**src/design/seg_scan_pkg.sv**
```systemverilog
// ----------------------------------------------------------------------------
// Seven-segment scan serializer package
// Shared types, operation codes and the character font used by the
// serializer and its checker, and the decimal conversion of the serializer.
// ----------------------------------------------------------------------------
package seg_scan_pkg;

    // Operation codes carried in the request.
    localparam logic [1:0] OP_TICK    = 2'd0;
    localparam logic [1:0] OP_LED     = 2'd1;
    localparam logic [1:0] OP_CHARS   = 2'd2;
    localparam logic [1:0] OP_DECIMAL = 2'd3;

    // Display geometry and frame shape.
    localparam int         DIGIT_COUNT = 4;
    localparam int         FRAME_BITS  = 16;
    localparam logic [3:0] LAST_BIT    = 4'(FRAME_BITS - 1);

    // Font constants.
    localparam logic [7:0] FONT_FIRST      = 8'd32;
    localparam logic [7:0] FONT_LAST       = 8'd96;
    localparam logic [6:0] FONT_DIGIT_BASE = 7'd16;
    localparam logic [7:0] BLANK_GLYPH     = 8'hff;
    localparam logic [15:0] DEC_MAX        = 16'd9999;

    // Weights of the three upper decimal digits.
    localparam logic [13:0] DEC_WEIGHT [0:2] = '{14'd1000, 14'd100, 14'd10};

    // Active-low glyphs for ASCII codes 32 through 96.
    localparam logic [7:0] FONT_GLYPHS [0:64] = '{
        8'hff, 8'h79, 8'hdd, 8'h9d, 8'h93, 8'had, 8'he3, 8'hfd,
        8'hc6, 8'hf0, 8'h9c, 8'hb9, 8'h7f, 8'hbf, 8'h7f, 8'had,
        8'hc0, 8'hf9, 8'ha4, 8'hb0, 8'h99, 8'h92, 8'h82, 8'hf8,
        8'h80, 8'h90,
        8'h00, 8'h00, 8'h00, 8'hb7, 8'h00, 8'h3c, 8'h30,
        8'h88, 8'h83, 8'hc6, 8'ha1, 8'h86, 8'h8e, 8'hc3, 8'h89,
        8'hcf, 8'he1, 8'h8a, 8'hc7, 8'h8d, 8'hab, 8'hc0, 8'h8c,
        8'h98, 8'haf, 8'h92, 8'h87, 8'hc1, 8'he1, 8'hff, 8'hb6,
        8'h91, 8'hb7,
        8'ha7, 8'h9b, 8'hb3, 8'hfe, 8'hf7, 8'h9f
    };

    // One request.
    typedef struct packed {
        logic [1:0]  operation;
        logic [2:0]  led_index;
        logic        led_on;
        logic [7:0]  char_first;
        logic [7:0]  char_second;
        logic [7:0]  char_third;
        logic [7:0]  char_fourth;
        logic [15:0] decimal_value;
    } t_item;

    // One serial result.
    typedef struct packed {
        logic       serial_bit;
        logic       latch_after;
        logic [1:0] scanned_digit;
    } t_result;

    // Maps an ASCII code to its glyph; codes outside the font show blank.
    function automatic logic [7:0] glyph_of(input logic [7:0] code);
        logic [7:0] offset;
        offset = code - FONT_FIRST;
        if ((code < FONT_FIRST) || (code > FONT_LAST)) begin
            return BLANK_GLYPH;
        end
        return FONT_GLYPHS[offset[6:0]];
    endfunction

    // Converts a value to four glyphs, leftmost in the top byte. The value
    // saturates at 9999 and leading zeros show blank, but the units digit
    // always shows. Each upper digit comes from compares and one subtraction.
    function automatic logic [31:0] dec_glyphs(input logic [15:0] value);
        logic [13:0] n;
        logic [13:0] rem;
        logic [3:0]  dig [0:3];
        logic        lead;
        logic [31:0] res;
        n    = (value > DEC_MAX) ? DEC_MAX[13:0] : value[13:0];
        rem  = n;
        lead = 1'b1;
        res  = '0;
        for (int i = 0; i < 3; i++) begin
            dig[i] = 4'd0;
            for (int k = 1; k < 10; k++) begin
                if (rem >= 14'(k * DEC_WEIGHT[i])) begin
                    dig[i] = 4'(k);
                end
            end
            rem = rem - 14'(dig[i] * DEC_WEIGHT[i]);
        end
        dig[3] = rem[3:0];
        for (int i = 0; i < 4; i++) begin
            if ((i < 3) && lead && (dig[i] == 4'd0)) begin
                res[8*(3-i) +: 8] = BLANK_GLYPH;
            end else begin
                lead = 1'b0;
                res[8*(3-i) +: 8] = FONT_GLYPHS[FONT_DIGIT_BASE + {3'b000, dig[i]}];
            end
        end
        return res;
    endfunction

endpackage

```
**src/design/seven_segment_scan_serializer_unit.sv**
```systemverilog
// ----------------------------------------------------------------------------
// Seven-segment scan serializer
// Holds four segment bytes, eight LED bits and a scan digit, and turns each
// scan tick into a sixteen-bit serial frame for two chained shift registers.
// ----------------------------------------------------------------------------
// Usage:
// The request channel (i_valid, o_stall, i_item) carries one operation per
// request: scan tick, LED set, four-character write or decimal write. The
// result channel (o_valid, i_stall, o_result) carries one serial bit per
// transfer, MSB first: the inverted control byte, then the segment byte of
// the scanned digit. latch_after marks the sixteenth bit of a frame.
// A request is registered at acceptance and executed in the next cycle,
// unless it is a tick that must wait for the shifter. LED, character
// and decimal writes complete when executed, so they flow at one per
// cycle while no tick waits ahead. A tick loads the output shifter and
// its first bit is offered the cycle after; the frame then takes sixteen
// result transfers. A tick waits in the request register while a frame is
// still shifting; the next frame loads on the cycle the last bit is taken.
// When the receiver stalls, the current bit holds and the shifter waits.
// Reset clears the segment store, LED bits, scan digit and both valids.
// ----------------------------------------------------------------------------
module seven_segment_scan_serializer_unit (
    input  logic                  i_clk,
    input  logic                  i_rst_n,
    input  logic                  i_valid,
    output logic                  o_stall,
    input  seg_scan_pkg::t_item   i_item,
    output logic                  o_valid,
    input  logic                  i_stall,
    output seg_scan_pkg::t_result o_result
);

    // Request register.
    logic                r_in_valid;
    seg_scan_pkg::t_item r_in;

    // Display state.
    logic [7:0] r_seg [0:3];
    logic [7:0] r_led;
    logic [1:0] r_scan;

    // Output shifter.
    logic        r_busy;
    logic [15:0] r_frame;
    logic [3:0]  r_cnt;
    logic [1:0]  r_digit;

    logic        w_in_accept;
    logic        w_out_accept;
    logic        w_last_taken;
    logic        w_load_ok;
    logic        w_is_tick;
    logic        w_consume;
    logic        w_load;
    logic [7:0]  w_mask;
    logic [7:0]  w_control;
    logic [31:0] w_dec;
    logic [1:0]  n_scan;

    // Handshake decisions.
    assign w_in_accept  = i_valid && !o_stall;
    assign w_out_accept = r_busy && !i_stall;
    assign w_last_taken = w_out_accept && (r_cnt == seg_scan_pkg::LAST_BIT);
    assign w_load_ok    = !r_busy || w_last_taken;
    assign w_is_tick    = (r_in.operation == seg_scan_pkg::OP_TICK);
    assign w_consume    = r_in_valid && (!w_is_tick || w_load_ok);
    assign w_load       = r_in_valid && w_is_tick && w_load_ok;
    assign o_stall      = r_in_valid && !w_consume;

    // Frame contents and operation data.
    assign w_mask    = 8'(1) << r_in.led_index;
    assign w_control = ~((8'(1) << r_scan) | r_led);
    assign w_dec     = seg_scan_pkg::dec_glyphs(r_in.decimal_value);
    assign n_scan    = ({1'b0, r_scan} + 3'd1 >= 3'(seg_scan_pkg::DIGIT_COUNT))
                       ? 2'd0 : r_scan + 2'd1;

    // Result fields come straight from the shifter.
    assign o_valid                = r_busy;
    assign o_result.serial_bit    = r_frame[15];
    assign o_result.latch_after   = (r_cnt == seg_scan_pkg::LAST_BIT);
    assign o_result.scanned_digit = r_digit;

    // Request register.
    always_ff @(posedge i_clk) begin
        if (!i_rst_n) begin
            r_in_valid <= 1'b0;
        end else if (w_in_accept) begin
            r_in_valid <= 1'b1;
        end else if (w_consume) begin
            r_in_valid <= 1'b0;
        end
        if (w_in_accept) begin
            r_in <= i_item;
        end
    end

    // Display state updates.
    always_ff @(posedge i_clk) begin
        if (!i_rst_n) begin
            r_seg[0] <= '0;
            r_seg[1] <= '0;
            r_seg[2] <= '0;
            r_seg[3] <= '0;
            r_led    <= '0;
            r_scan   <= '0;
        end else if (w_consume) begin
            case (r_in.operation)
                seg_scan_pkg::OP_LED: begin
                    r_led <= r_in.led_on ? (r_led | w_mask) : (r_led & ~w_mask);
                end
                seg_scan_pkg::OP_CHARS: begin
                    r_seg[0] <= seg_scan_pkg::glyph_of(r_in.char_first);
                    r_seg[1] <= seg_scan_pkg::glyph_of(r_in.char_second);
                    r_seg[2] <= seg_scan_pkg::glyph_of(r_in.char_third);
                    r_seg[3] <= seg_scan_pkg::glyph_of(r_in.char_fourth);
                end
                seg_scan_pkg::OP_DECIMAL: begin
                    r_seg[0] <= w_dec[31:24];
                    r_seg[1] <= w_dec[23:16];
                    r_seg[2] <= w_dec[15:8];
                    r_seg[3] <= w_dec[7:0];
                end
                default: begin
                    r_scan <= n_scan;
                end
            endcase
        end
    end

    // Output shifter: loads a frame on a tick, shifts on each transfer.
    always_ff @(posedge i_clk) begin
        if (!i_rst_n) begin
            r_busy <= 1'b0;
            r_cnt  <= '0;
        end else if (w_load) begin
            r_busy <= 1'b1;
            r_cnt  <= '0;
        end else if (w_last_taken) begin
            r_busy <= 1'b0;
        end else if (w_out_accept) begin
            r_cnt <= r_cnt + 4'd1;
        end
        if (w_load) begin
            r_frame <= {w_control, r_seg[r_scan]};
            r_digit <= r_scan;
        end else if (w_out_accept) begin
            r_frame <= {r_frame[14:0], 1'b0};
        end
    end

endmodule

```
**config.mk**
```make
export PLATFORM = sky130hd
export DESIGN_NAME = seven_segment_scan_serializer_unit
export DESIGN_NICKNAME = d
export VERILOG_FILES = /design/src/design/seg_scan_pkg.sv /design/src/design/seven_segment_scan_serializer_unit.sv
export SDC_FILE = /design/constraint.sdc
export NUM_CORES = 1
export LEC_CHECK = 0
export BUFFER_PORTS_ARGS = -buffer_cell sky130_fd_sc_hd__buf_2
export CAP_MARGIN = 20
export CORE_MARGIN = 5
export CORE_UTILIZATION = 40
export DETAILED_ROUTE_END_ITERATION = 10
export SLEW_MARGIN = 10
export SYNTH_ARGS = -nofsm -noshare
export SYNTH_HDL_FRONTEND = slang
export SYNTH_SLANG_ARGS = --single-unit
export TNS_END_PERCENT = 10
```
**constraint.sdc**
```tcl
create_clock -name i_clk -period 28 [get_ports i_clk]
set_input_delay 8.4 -clock i_clk [delete_from_list [all_inputs] [get_ports i_clk]]
set_output_delay 8.4 -clock i_clk [all_outputs]
set_load 0.02 [all_outputs]
```
== Word level (Yosys, flattened, before mapping) ==
Memory sizes are Yosys's and may differ from the RTL's. A register that Yosys moved wholly into a read port is not among the register bits.
Index checks and enable logic that the tools add are counted.

* Register bits: 88
* Input port bits: 58
* Bits in latches: 0
* Memory bits (read-only): 8192
* Word-level logic and storage cells: 260
* Memories kept: 9
* RAM bits: 32

{| class="wikitable"
|+ Memories
! memory !! words !! width !! rd ports !! clocked after memory_dff !! write ports !! line !! source
|-
| (name not given) || 128 || 8 || 1 || 0 || 0 || seg_scan_pkg.sv:69 || <nowiki>return FONT_GLYPHS[offset[6:0]];</nowiki>
|-
| (name not given) || 128 || 8 || 1 || 0 || 0 || seg_scan_pkg.sv:69 ||
|-
| (name not given) || 128 || 8 || 1 || 0 || 0 || seg_scan_pkg.sv:69 ||
|-
| (name not given) || 128 || 8 || 1 || 0 || 0 || seg_scan_pkg.sv:69 ||
|-
| (name not given) || 128 || 8 || 1 || 0 || 0 || seg_scan_pkg.sv:100 || <nowiki>res[8*(3-i) +: 8] = FONT_GLYPHS[FONT_DIGIT_BASE + {3'b000, dig[i]}];</nowiki>
|-
| (name not given) || 128 || 8 || 1 || 0 || 0 || seg_scan_pkg.sv:100 ||
|-
| +3 memories || - || - || - || - || - || - ||
|}

* $mul: 3
* Multiplexer cells: 112
* Order comparisons: 45
* $add $sub $neg: 14
* Reductions and logical operators: 32
* Shift-type cells: 2
* Equality and inequality tests: 4
* Divide/modulo/power cells: 0
* Bitwise gates (word level): 24

{| class="wikitable"
|+ Operators by type and width
! kind !! number
|-
| $mux W8 || 48
|-
| $mux W4 || 21
|-
| $ge A14 B10 Y1 const B || 5
|-
| $ge A8 B8 Y1 const B || 8
|-
| $ge A14 B13 Y1 const B || 4
|-
| $ge A14 B7 Y1 const B || 4
|-
| $ge A14 B6 Y1 const B || 3
|-
| $ge A14 B9 Y1 const B || 3
|-
| $mux W1 || 34
|-
| $gt A8 B7 Y1 const B || 4
|-
| $lt A8 B6 Y1 const B || 4
|-
| $mux W16 || 2
|-
| $not A6 Y8 || 4
|-
| $not A7 Y8 || 4
|-
| $ge A14 B12 Y1 const B || 2
|-
| $ge A14 B5 Y1 const B || 2
|-
| $sub A7 B6 Y7 const B || 4
|-
| $add A5 B4 Y6 const A || 4
|-
| $gt A16 B14 Y1 const B || 1
|-
| $not A8 Y8 || 2
|-
| $or A8 B8 Y8 || 2
|-
| $ge A14 B11 Y1 const B || 1
|-
| $ge A14 B14 Y1 const B || 1
|-
| $ge A14 B4 Y1 const B || 1
|-
| 31 further kinds || 68
|}

== Depth between registers and ports, before layout ==
Gate-level depths: netlist of run 1.

* Word-level depth: 44
* Gate-level depth with buffers: 53

== Worst setup path before layout of run 1 ==
No wires, ideal clock.

* Path type: in2out
* From: input port i_stall
* To: output port o_stall
* Stages: 2
* Slack: 10708 ps
* Buffers on the path: 0
* Data arrival time: 8892 ps
* Required time: 19600 ps
* Path through: o21ai_0 -> nor2_1

* Word-level cells in the longest chain between the ends: 8

{| class="wikitable"
|+ Ends and longest elaborated chain
! element !! line !! source
|-
| start: declaration || seven_segment_scan_serializer_unit.sv:29 || <nowiki>input logic i_stall,</nowiki>
|-
| $logic_not A1 Y1 || seven_segment_scan_serializer_unit.sv:62 || <nowiki>assign w_out_accept = r_busy && !i_stall;</nowiki>
|-
| $logic_and A1 B1 Y1 || seven_segment_scan_serializer_unit.sv:62 ||
|-
| $logic_and A1 B1 Y1 || seven_segment_scan_serializer_unit.sv:63 || <nowiki>assign w_last_taken = w_out_accept && (r_cnt == seg_scan_pkg::LAST_BIT);</nowiki>
|-
| $logic_or A1 B1 Y1 || seven_segment_scan_serializer_unit.sv:64 || <nowiki>assign w_load_ok = !r_busy || w_last_taken;</nowiki>
|-
| $logic_or A1 B1 Y1 || seven_segment_scan_serializer_unit.sv:66 || <nowiki>assign w_consume = r_in_valid && (!w_is_tick || w_load_ok);</nowiki>
|-
| $logic_and A1 B1 Y1 || seven_segment_scan_serializer_unit.sv:66 ||
|-
| $logic_not A1 Y1 || seven_segment_scan_serializer_unit.sv:68 || <nowiki>assign o_stall = r_in_valid && !w_consume;</nowiki>
|-
| $logic_and A1 B1 Y1 || seven_segment_scan_serializer_unit.sv:68 ||
|-
| end: declaration || seven_segment_scan_serializer_unit.sv:26 || <nowiki>output logic o_stall,</nowiki>
|}

No other way between the ends.

== Final worst setup path of run 1 ==
Same ends and word-level chain as after synthesis.

==> flow_metrics.tcl, run 1 <==
set metrics [dict create \
    status "finished clean" \
    avgSynthCellArea_um2 8.40 \
    critPathArrivalTime_ps 9150 \
    slew_headroom_pct 29.2 \
    wl_per_cell_um 17.2 \
    globalplace.congestion 0.884 \
    cts-root-buf "clkbuf_16" \
    synthFlopType "edfxtp_1" \
    yosys-top-cells-count "nand2_1, o21ai_0, a21oi_1, nor2_1, ha_1" \
    crit_required_ps 19600 \
    cp-start-kind "input port" \
    grt_pass1_wl_um 51500 \
    final_cell_area_um2 13200 \
    first_pass_iters 7 \
    fin_cells 1838 \
    dp_hpwl_um 22900 \
    post-synth-top-count-cell "nand2_1" \
    synthesis.nets 1612 \
    p_leak_uw 0.00515 \
    drt-initial-drc-count 887 \
    rows 63 \
    overflow 0 \
    postCtsSetupBuffers 0 \
    clock_path_buffers 2 \
    hold_slack_ps 472 \
    die_h_um 183 \
    cts.sinks 122 \
    via_per_inst 5.88 \
    yosysUniqueCellTypes 87 \
    drive_above_1_share_pct 10.9 \
    finalHoldViolations 0 \
    grt_max_degree 55 \
    crit_slowest_cell "nor2_1" \
    n_fill_cell 2932 \
    ir_worst_vdd_mv 0.0554 \
    critPathMaxStageDelay_ps 300 \
    cts_tree "built" \
    min_period_ps 17550 \
    drc 0 \
    ys_seq_area_share_pct 28.9 \
    cp_top_family "buffers and inverters" \
    cts_resized 0 \
    n_antenna_cell 0 \
    critPathKind "in -> out" \
    syn2layout_area_growth_pct 9.30 \
    hold_path_class "reg -> reg" \
    worst_clock_skew_ps 12.3 \
    drv_slew 0 \
    antenna_found_initial 0 \
    rsz0062_at_grt "no" \
    grt_pass1_vias 10100 \
    critPathMostFrequentCell "buf_2" \
    end_kind "primary output" \
    power_uw 906 \
    syn_inst 1433 \
    core_area_um2 29600 \
    initial_core_util_pct 40.6 \
    synth_top_cell_by_area "edfxtp_1" \
    ctsHoldBuffers 0 \
    timing.fmax_mhz 57.0 \
    cp_max_fo 3 \
    synth_area_leaders "edfxtp_1, ha_1, o21ai_0" \
    grt.total_usage_pct 18.5 \
    setup_violations 0 \
    fin_crit_sh_pct 62.7 \
    worst_pin_slew_ps 1060 \
    timing.critical_path.buf_inv 2 \
    p_per_area_nw_per_um2 68.9 \
    async_flop_share_pct 0 \
    vias 10800 \
    fin_tns_setup_ps 0 \
    portBuffers 63 \
    syn_area_um2 12000 \
    cts_buffers 17 \
    totalWireLength_um 31700 \
    ys_ff_latch 122 \
    die_w_um 183 \
    h-tree-depth 4 \
    synth-edff-count 104 \
    dpl-instance-area_um2 12600 \
    die-area_um2 33700 \
    layout.nets 1614 \
    yosysWarnings 0 \
    clk_pin_slew_ps 70 \
    dp_cells 1806 \
    crit_chain "buf_2, o21ai_0, nor2_1, buf_2" \
    worstSkewPairLatency_ps 430 \
    postRouteAntennaNets 0 \
    ios 64 \
    yosys.area.top_type_share_pct 25.9 \
    max_cap_violations 0 \
]
final timing paths:
kind	cells after the start	from	slack, ps	to
worst min register to register	2	register	470	register
worst max-delay path	4	i_stall	10450	o_stall
worst max register to register	47	r_in[12]	14420	r_seg[3][4]
worst min-delay path	2	register	470	register
registers in the layout (all words and copies together), names as in the netlist, named ones only:
name	flops
r_digit	2
r_seg	32
o_valid	1
r_in_valid	1
r_in	54
r_cnt	4
r_scan	2
r_frame	16
per-stage QoR:
stage          setup slack (ps)  util [%]
2_1_floorplan             10710         -
3_3_place_gp              10500      42.4
3_5_place_dp              10460      42.4
4_1_cts                   10460      44.4
5_1_grt                   10430      44.4
6_report                  10450      44.4
metal layers:
| layer | share of wire, % | up-vias | global-route usage, % |
|---|---|---|---|
| li1 | - | 5389 | - |
| met1 | 47 | 5056 | 25.8 |
| met2 | 47 | 333 | 30.1 |
| met3 | 4.7 | 31 | 3.09 |
| met4 | 1.2 | 0 | 4.62 |
| met5 | 0 | - | 0 |
area by class of cell:
type	count	area [um2]	share of cell area [%]
clock buffers	17	425	3.23
inverters	69	259	1.97
flip-flops and latches	122	3480	26.5
clock inverters	15	171	1.30
repair buffers	73	390	2.97
well taps	390	488	3.71
multi-input cells	1152	7940	60.3
power by group:
| group | internal, uW | switching (uW) |
|---|---|---|
| Combinational | 177 | 280 |
| Sequential | 207 | 13.8 |
| Clock | 134 | 94.1 |
| Total | 518 | 388 |
worst reg2reg max path: cells and delay by family, from the launching register on:
kind / cells / cell delay [ps]
compound gates: 13 / 3640
simple gates: 15 / 3990
fa+ha+maj: 9 / 3170
flops: 1 / 590
buf+inv: 6 / 790
xor+xnor: 4 / 1160
cell usage in the layout (no fill, tap or decap), drive strengths merged, types with 11 or more instances in the layout:
| cell | synthesis | final |
|---|---|---|
| nand2b | 19 | 19 |
| o311ai | 16 | 16 |
| nand3 | 42 | 42 |
| nand2 | 145 | 145 |
| dfxtp | 18 | 18 |
| xor2 | 11 | 11 |
| inv | 66 | 79 |
| ha | 112 | 112 |
| xnor2 | 18 | 18 |
| nor3 | 25 | 25 |
| a211oi | 23 | 23 |
| o31ai | 11 | 11 |
| o211ai | 26 | 26 |
| a21oi | 121 | 121 |
| nor2b | 28 | 28 |
| clkbuf | 70 | 17 |
| mux4 | 13 | 13 |
| edfxtp | 104 | 104 |
| a21o | 16 | 16 |
| or3 | 12 | 12 |
| and2 | 15 | 15 |
| nor2 | 118 | 118 |
| a31oi | 23 | 23 |
| o22ai | 14 | 14 |
| buf | 20 | 73 |
| or2 | 12 | 12 |
| mux2i | 25 | 25 |
| o21ai | 124 | 124 |
cells by family (layout without fill, tap and decap cells):
logic type / after synthesis / in the layout / synth area share [%]
xor gates and xnor gates: 29 / 29 / 2.17
adders and majority gates: 123 / 123 / 13.3
muxes: 46 / 46 / 5.26
DFF: 122 / 122 / 28.9
AOI/OAI and AO/OA: 491 / 491 / 26.8
buffers and inverters: 159 / 174 / 5.17
and+or+nand+nor: 463 / 463 / 18.4
Power figures use the tool's default switching activity.
==> inputs of run 2 (changes only) <==
Settings changed: ABC_AREA from default to 1.
Clock period 28 ns to 15.8 ns, I/O delays scaled along.
==> run 2 against run 1 <==
  * Die area decreased by 4.3%
  * Critical path depth increased by 66
  * Largest power group unchanged
  * Worst setup slack got worse by 6400 ps
  * Cell area decreased by 3.1%
  * Sequential power increased by 75%
  * Register-to-register slack got worse by 10000 ps
  * Global-route usage increased by 0.24 points
  * Clock power increased by 73%
  * Flip-flop and latch count unchanged
==> flow_metrics.tcl, run 2 <==
set metrics [dict create \
    fin_cells 2008 \
    layout_common_cells "nand2_1, inv_1, nor2_1" \
    yosysUniqueCellTypes 64 \
    synth_top_cell_by_area "edfxtp_1" \
    clock_path_buffers 2 \
    largest_reg_flops 54 \
    synth_area_leaders "edfxtp_1, ha_1, nand2_1" \
    layout_setup_ws_ps 4020 \
    synth_simple_gate_area_share_pct 25.6 \
    synth_top_family_by_area "simple AND/OR/NAND/NOR gates" \
    rows 62 \
    postCtsSetupBuffers 0 \
    h-tree-depth 4 \
    crit_slowest_cell "fa_1" \
    cts_tree "built" \
    slew_headroom_pct 47.5 \
    crit_required_ps 15970 \
    drc 0 \
    dp_cells 1976 \
    syn_inst 1569 \
    finalHoldViolations 0 \
    vias 11000 \
    via_per_inst 5.47 \
    critPathArrivalTime_ps 11950 \
    synth_xor_xnor_area_share_pct 2.04 \
    cts_resized 0 \
    async_flop_share_pct 0 \
    initial_core_util_pct 40.2 \
    grt_max_degree 55 \
    synth_adder_area_share_pct 13.8 \
    clk_pin_slew_ps 70 \
    first_pass_iters 5 \
    die-area_um2 32200 \
    cts_buffers 17 \
    fin_tns_setup_ps 0 \
    wl_per_cell_um 15.5 \
    ys_seq_area_share_pct 30.3 \
    ctsHoldBuffers 0 \
    worst_pin_slew_ps 787 \
    dr_wl_met3_um 1530 \
    n_antenna_cell 0 \
    portBuffers 63 \
    drv_slew 0 \
    overflow 0 \
    top_layer "met4" \
    place_ws_ps 4060 \
    reg_top3 "r_in: 54 flops, r_seg: 32 flops, r_frame: 16 flops" \
    core_area_um2 28500 \
    critPathMaxStageDelay_ps 560 \
    worstSkewPairLatency_ps 440 \
    synthesis.nets 1748 \
    cp_max_fo 9 \
    die_w_um 179 \
    setup_violations 0 \
    drt-initial-drc-count 1129 \
    grt_pass1_wl_um 51100 \
    critPathKind "reg -> reg" \
    avgSynthCellArea_um2 7.32 \
    antenna_found_initial 0 \
    m1WireLength_um 14200 \
    synthFlopType "edfxtp_1" \
    end_kind "register" \
    hold_slack_ps 477 \
    ys_ff_latch 122 \
    grt_pass1_vias 10400 \
    status "finished clean" \
    fin_crit_sh_pct 74.5 \
    die_h_um 179 \
    synth-edff-count 104 \
    grt.total_usage_pct 18.8 \
    timing.fmax_mhz 84.9 \
    hold_path_class "reg -> reg" \
    post-synth-top-count-cell "nand2_1" \
    n_fill_cell 2922 \
    final_util_pct 44.6 \
    dp_hpwl_um 23700 \
    p_per_area_nw_per_um2 133 \
    synth_compound_area_share_pct 19.8 \
    globalplace.congestion 0.941 \
    max_cap_violations 0 \
    totalWireLength_um 31100 \
    syn_area_um2 11500 \
    yosys.area.top_type_share_pct 27.2 \
    ir_worst_vdd_mv 0.144 \
    cp-start-kind "register" \
    yosysWarnings 0 \
    p_leak_uw 0.00561 \
    seq_area_um2 3480 \
    largest-register "r_in" \
    yosys-top-cells-count "nand2_1, inv_1, nor2_1, o21ai_0, ha_1" \
    muxShareOfSynthArea_pct 0 \
    multi_input_area_um2 7040 \
    ios 64 \
    critPathMostFrequentCell "nand2_1" \
    drive_above_1_share_pct 11.0 \
    cts-root-buf "clkbuf_16" \
    cts.sinks 122 \
    layout.cells.most_common "nand2_1" \
    min_period_ps 11780 \
    postRouteAntennaNets 0 \
    layout.nets 1790 \
    rsz0062_at_grt "no" \
    worst_clock_skew_ps 16.7 \
    dr_wl_met2_um 14500 \
    syn2layout_area_growth_pct 10.9 \
]
[run 2: cell count changes after synthesis, sizes merged, moves of 14 or more]
| cell | delta |
|---|---|
| buf | -17 |
| nand2b | -19 |
| nor2 | +85 |
| a21o | -14 |
| inv | +141 |
| mux2i | -25 |
| nor2b | -28 |
| nand3 | +68 |
| a21oi | -15 |
| clkbuf | -27 |
| nand2 | +159 |
| o21ai | +15 |
| a211oi | -17 |
[run 2: power by group]
part	internal [uW]	leakage (uW)	switching, uW	total [uW]
sequential	367	0.00117	19.4	387
combinational	330	0.00415	587	917
clock	226	0.000292	170	396
[run 2: final cells by class]
class                   instances  share of cell area, %
flip-flops and latches        122                   27.3
repair buffers                 69                   2.83
inverters                     211                   6.22
clock buffers                  19                   3.73
well taps                     384                   3.77
clock inverters                13                  0.913
multi-input cells            1190                   55.2
[run 2: final timing paths]
| kind | from | end | slack (ps) | cells past startpoint |
|---|---|---|---|---|
| setup / recovery | r_in[11] | r_seg[3][4] | 4020 | 70 |
| hold / removal | register | register | 480 | 2 |
| setup reg to reg | r_in[11] | r_seg[3][4] | 4020 | 70 |
| hold reg to reg | register | register | 480 | 2 |
[run 2: kinds of logic (layout without fill, tap and decap cells)]
logic type | after synthesis | after routing
AO/OA/AOI/OAI | 373 | 373
AND/OR/NAND/NOR | 671 | 671
flip-flops | 122 | 122
XOR/XNOR | 25 | 25
buffers and inverters | 257 | 312
adder cells (fa/ha/maj) | 121 | 121
[run 2: metal layers]
layer | up-vias | global-route usage (%)
li1 | 5448 | -
met5 | - | 0
met3 | 66 | 2.63
met1 | 5056 | 25.6
met2 | 419 | 30.8
met4 | 0 | 6.19
[run 2: worst max-delay path, delay by kind of cell, from the launching register on]
family	cells	cell delay (ps)
buf+inv	13	1230
xor+xnor	2	370
flops	1	470
fa+ha+maj	9	2950
simple gates	34	3850
compound gates	12	2630
[run 2: per-stage QoR]
stage / power (uW) / area [um2]
after floorplan: 1130 / 11500
after global placement: 1300 / 12200
after detailed placement: 1300 / 12200
after CTS: 1710 / 12700
after global routing: 1860 / 12700
final: 1700 / 12700
==> inputs of run 3 (changes only) <==
Clock period 15.8 ns to 10.8 ns, I/O delays scaled along.
==> run 3 against run 2 <==
  * Sequential share of layout area shrank 1.2 points
  * First-iteration DRC count shrank 3.5%
  * Cell count grew 2.2%
  * Worst setup slack lost 3500 ps
  * Sequential power grew 46%
  * Cell area grew 4.6%
  * Clock power grew 36%
  * Hold slack lost 6.8 ps
  * Total power grew 61%
  * Clock-buffer cell count grew 4
  * Largest cell class unchanged
==> flow_metrics.tcl, run 3 (same netlist as run 2, synthesis figures left out) <==
set metrics [dict create \
    status "finished clean" \
    die-area_um2 32200 \
    worst_clock_skew_ps 10.0 \
    gr-usage-met2_pct 31.1 \
    max_cap_violations 0 \
    min_period_ps 10260 \
    crit_required_ps 10980 \
    grt_pass1_vias 10500 \
    via_per_inst 5.41 \
    drv_slew 0 \
    ir_worst_vdd_mv 0.268 \
    p_leak_uw 0.00584 \
    reg2reg_to "r_seg[3][0]" \
    busiest_layer "met2" \
    n_antenna_cell 0 \
    antenna_found_initial 0 \
    largest_reg_flops 54 \
    vias 11100 \
    syn2layout_area_growth_pct 16.1 \
    worst_pin_slew_ps 783 \
    final_util_pct 46.7 \
    cts-root-buf "clkbuf_16" \
    finalHoldViolations 0 \
    dpl-instance-area_um2 12400 \
    portBuffers 63 \
    cp_max_fo 8 \
    layout.nets 1835 \
    met1_usage_pct 24.8 \
    globalplace.congestion 0.942 \
    rsz0062_at_grt "yes" \
    critPathArrivalTime_ps 10440 \
    dp_hpwl_um 23700 \
    die_h_um 179 \
    end_kind "register" \
    layout.cells.most_common "nand2_1" \
    layout_common_cells "nand2_1, nor2_1, inv_1" \
    hold_slack_ps 470 \
    drt-initial-drc-count 1090 \
    grt.total_usage_pct 18.6 \
    wl_per_cell_um 15.4 \
    min_path_cells 2 \
    core_area_um2 28500 \
    cts_buffers 17 \
    layout_setup_ws_ps 539 \
    rows 62 \
    clock_path_buffers 2 \
    cts.sinks 122 \
    final_cell_area_um2 13300 \
    cp-start-kind "register" \
    reg2reg_slack_ps 540 \
    r2r-start "r_in[12]" \
    initial_core_util_pct 40.2 \
    reg_top3 "r_in: 54 flops, r_seg: 32 flops, r_frame: 16 flops" \
    postRouteAntennaNets 0 \
    critPathKind "reg -> reg" \
    fin_crit_sh_pct 95.0 \
    die_w_um 179 \
    worstSkewPairLatency_ps 420 \
    setup_violations 0 \
    first_pass_iters 6 \
    clk_pin_slew_ps 60 \
    critPathMostFrequentCell "nand2_1" \
    use_met3_pct 3.03 \
    ios 64 \
    largest-register "r_in" \
    r2r_cells 66 \
    hold_path_class "reg -> reg" \
    drc 0 \
    grt_max_degree 55 \
    cts_tree "built" \
    critPathMaxStageDelay_ps 570 \
    place_ws_ps -144 \
    totalWireLength_um 31600 \
    timing.fmax_mhz 97.5 \
    ctsHoldBuffers 0 \
    grt_pass1_wl_um 51200 \
    drive_above_1_share_pct 16.1 \
    overflow 0 \
    h-tree-depth 4 \
    slew_headroom_pct 47.8 \
    crit_slowest_cell "fa_1" \
    p_per_area_nw_per_um2 206 \
]
==> run 3: cell types whose count changed in the layout (fill, tap and decap cells not counted), sizes merged <==
cell	before	now
clkinv	7	8
buf	69	114
inv	216	211
clkbuf	19	23
==> run 3: final cells by class <==
cell class | count | area [um2]
clock buffer | 23 | 478
clock inverter | 9 | 65.1
fill | 2905 | 15200
inverter | 211 | 800
multi-input combinational | 1190 | 7310
sequential | 122 | 3480
tap | 384 | 480
timing repair buffer | 114 | 713
==> run 3: where the power goes <==
part	internal, uW	switching (uW)
Sequential	538	28.4
Clock	313	224
Combinational	650	989
Total	1500	1240
==> run 3: how the worst max path moves through the flow <==
stage / startpoint / end / slack [ps] / depth (start not counted)
floorplan: r_in[12] / r_seg[3][4] / 430 / 70
detailed placement: r_in[11] / r_seg[3][4] / -140 / 73
CTS: r_in[11] / r_seg[3][4] / 0.9 / 68
global route: r_in[12] / r_seg[3][2] / -160 / 71
finish: r_in[12] / r_seg[3][0] / 540 / 66
global placement: r_in[11] / r_seg[3][4] / 100 / 73
==> run 3: layer usage <==
layer  up-vias  part of all wire (%)
met4         0                   2.4
met5         -                     0
met3        61                   4.6
met2       358                    48
li1       5539                     -
met1      5152                    45
==> run 3: timing repair <==
action                     CTS  global route
pin swaps                    0            33
setup endpoints to repair    7            15
gates resized for setup      2            72
setup buffers                0            12
==> run 3: through the flow <==
step / setup TNS, ps / total power [uW] / cells
3_5_place_dp: -464 / 2030 / 2009
2_1_floorplan: 0 / 1650 / 1569
4_1_cts: 0 / 2580 / 2041
5_1_grt: -1200 / 2980 / 2053
3_3_place_gp: 0 / 2020 / 2009
6_report: 0 / 2740 / 2053
==> run 3: worst max-delay path: cells and delay by family (launching register included) <==
family	cells	cell delay, ps
fa+ha+maj	9	3020
simple gates	33	2950
compound gates	10	1840
buf+inv	11	1150
xor+xnor	3	570
flops	1	440
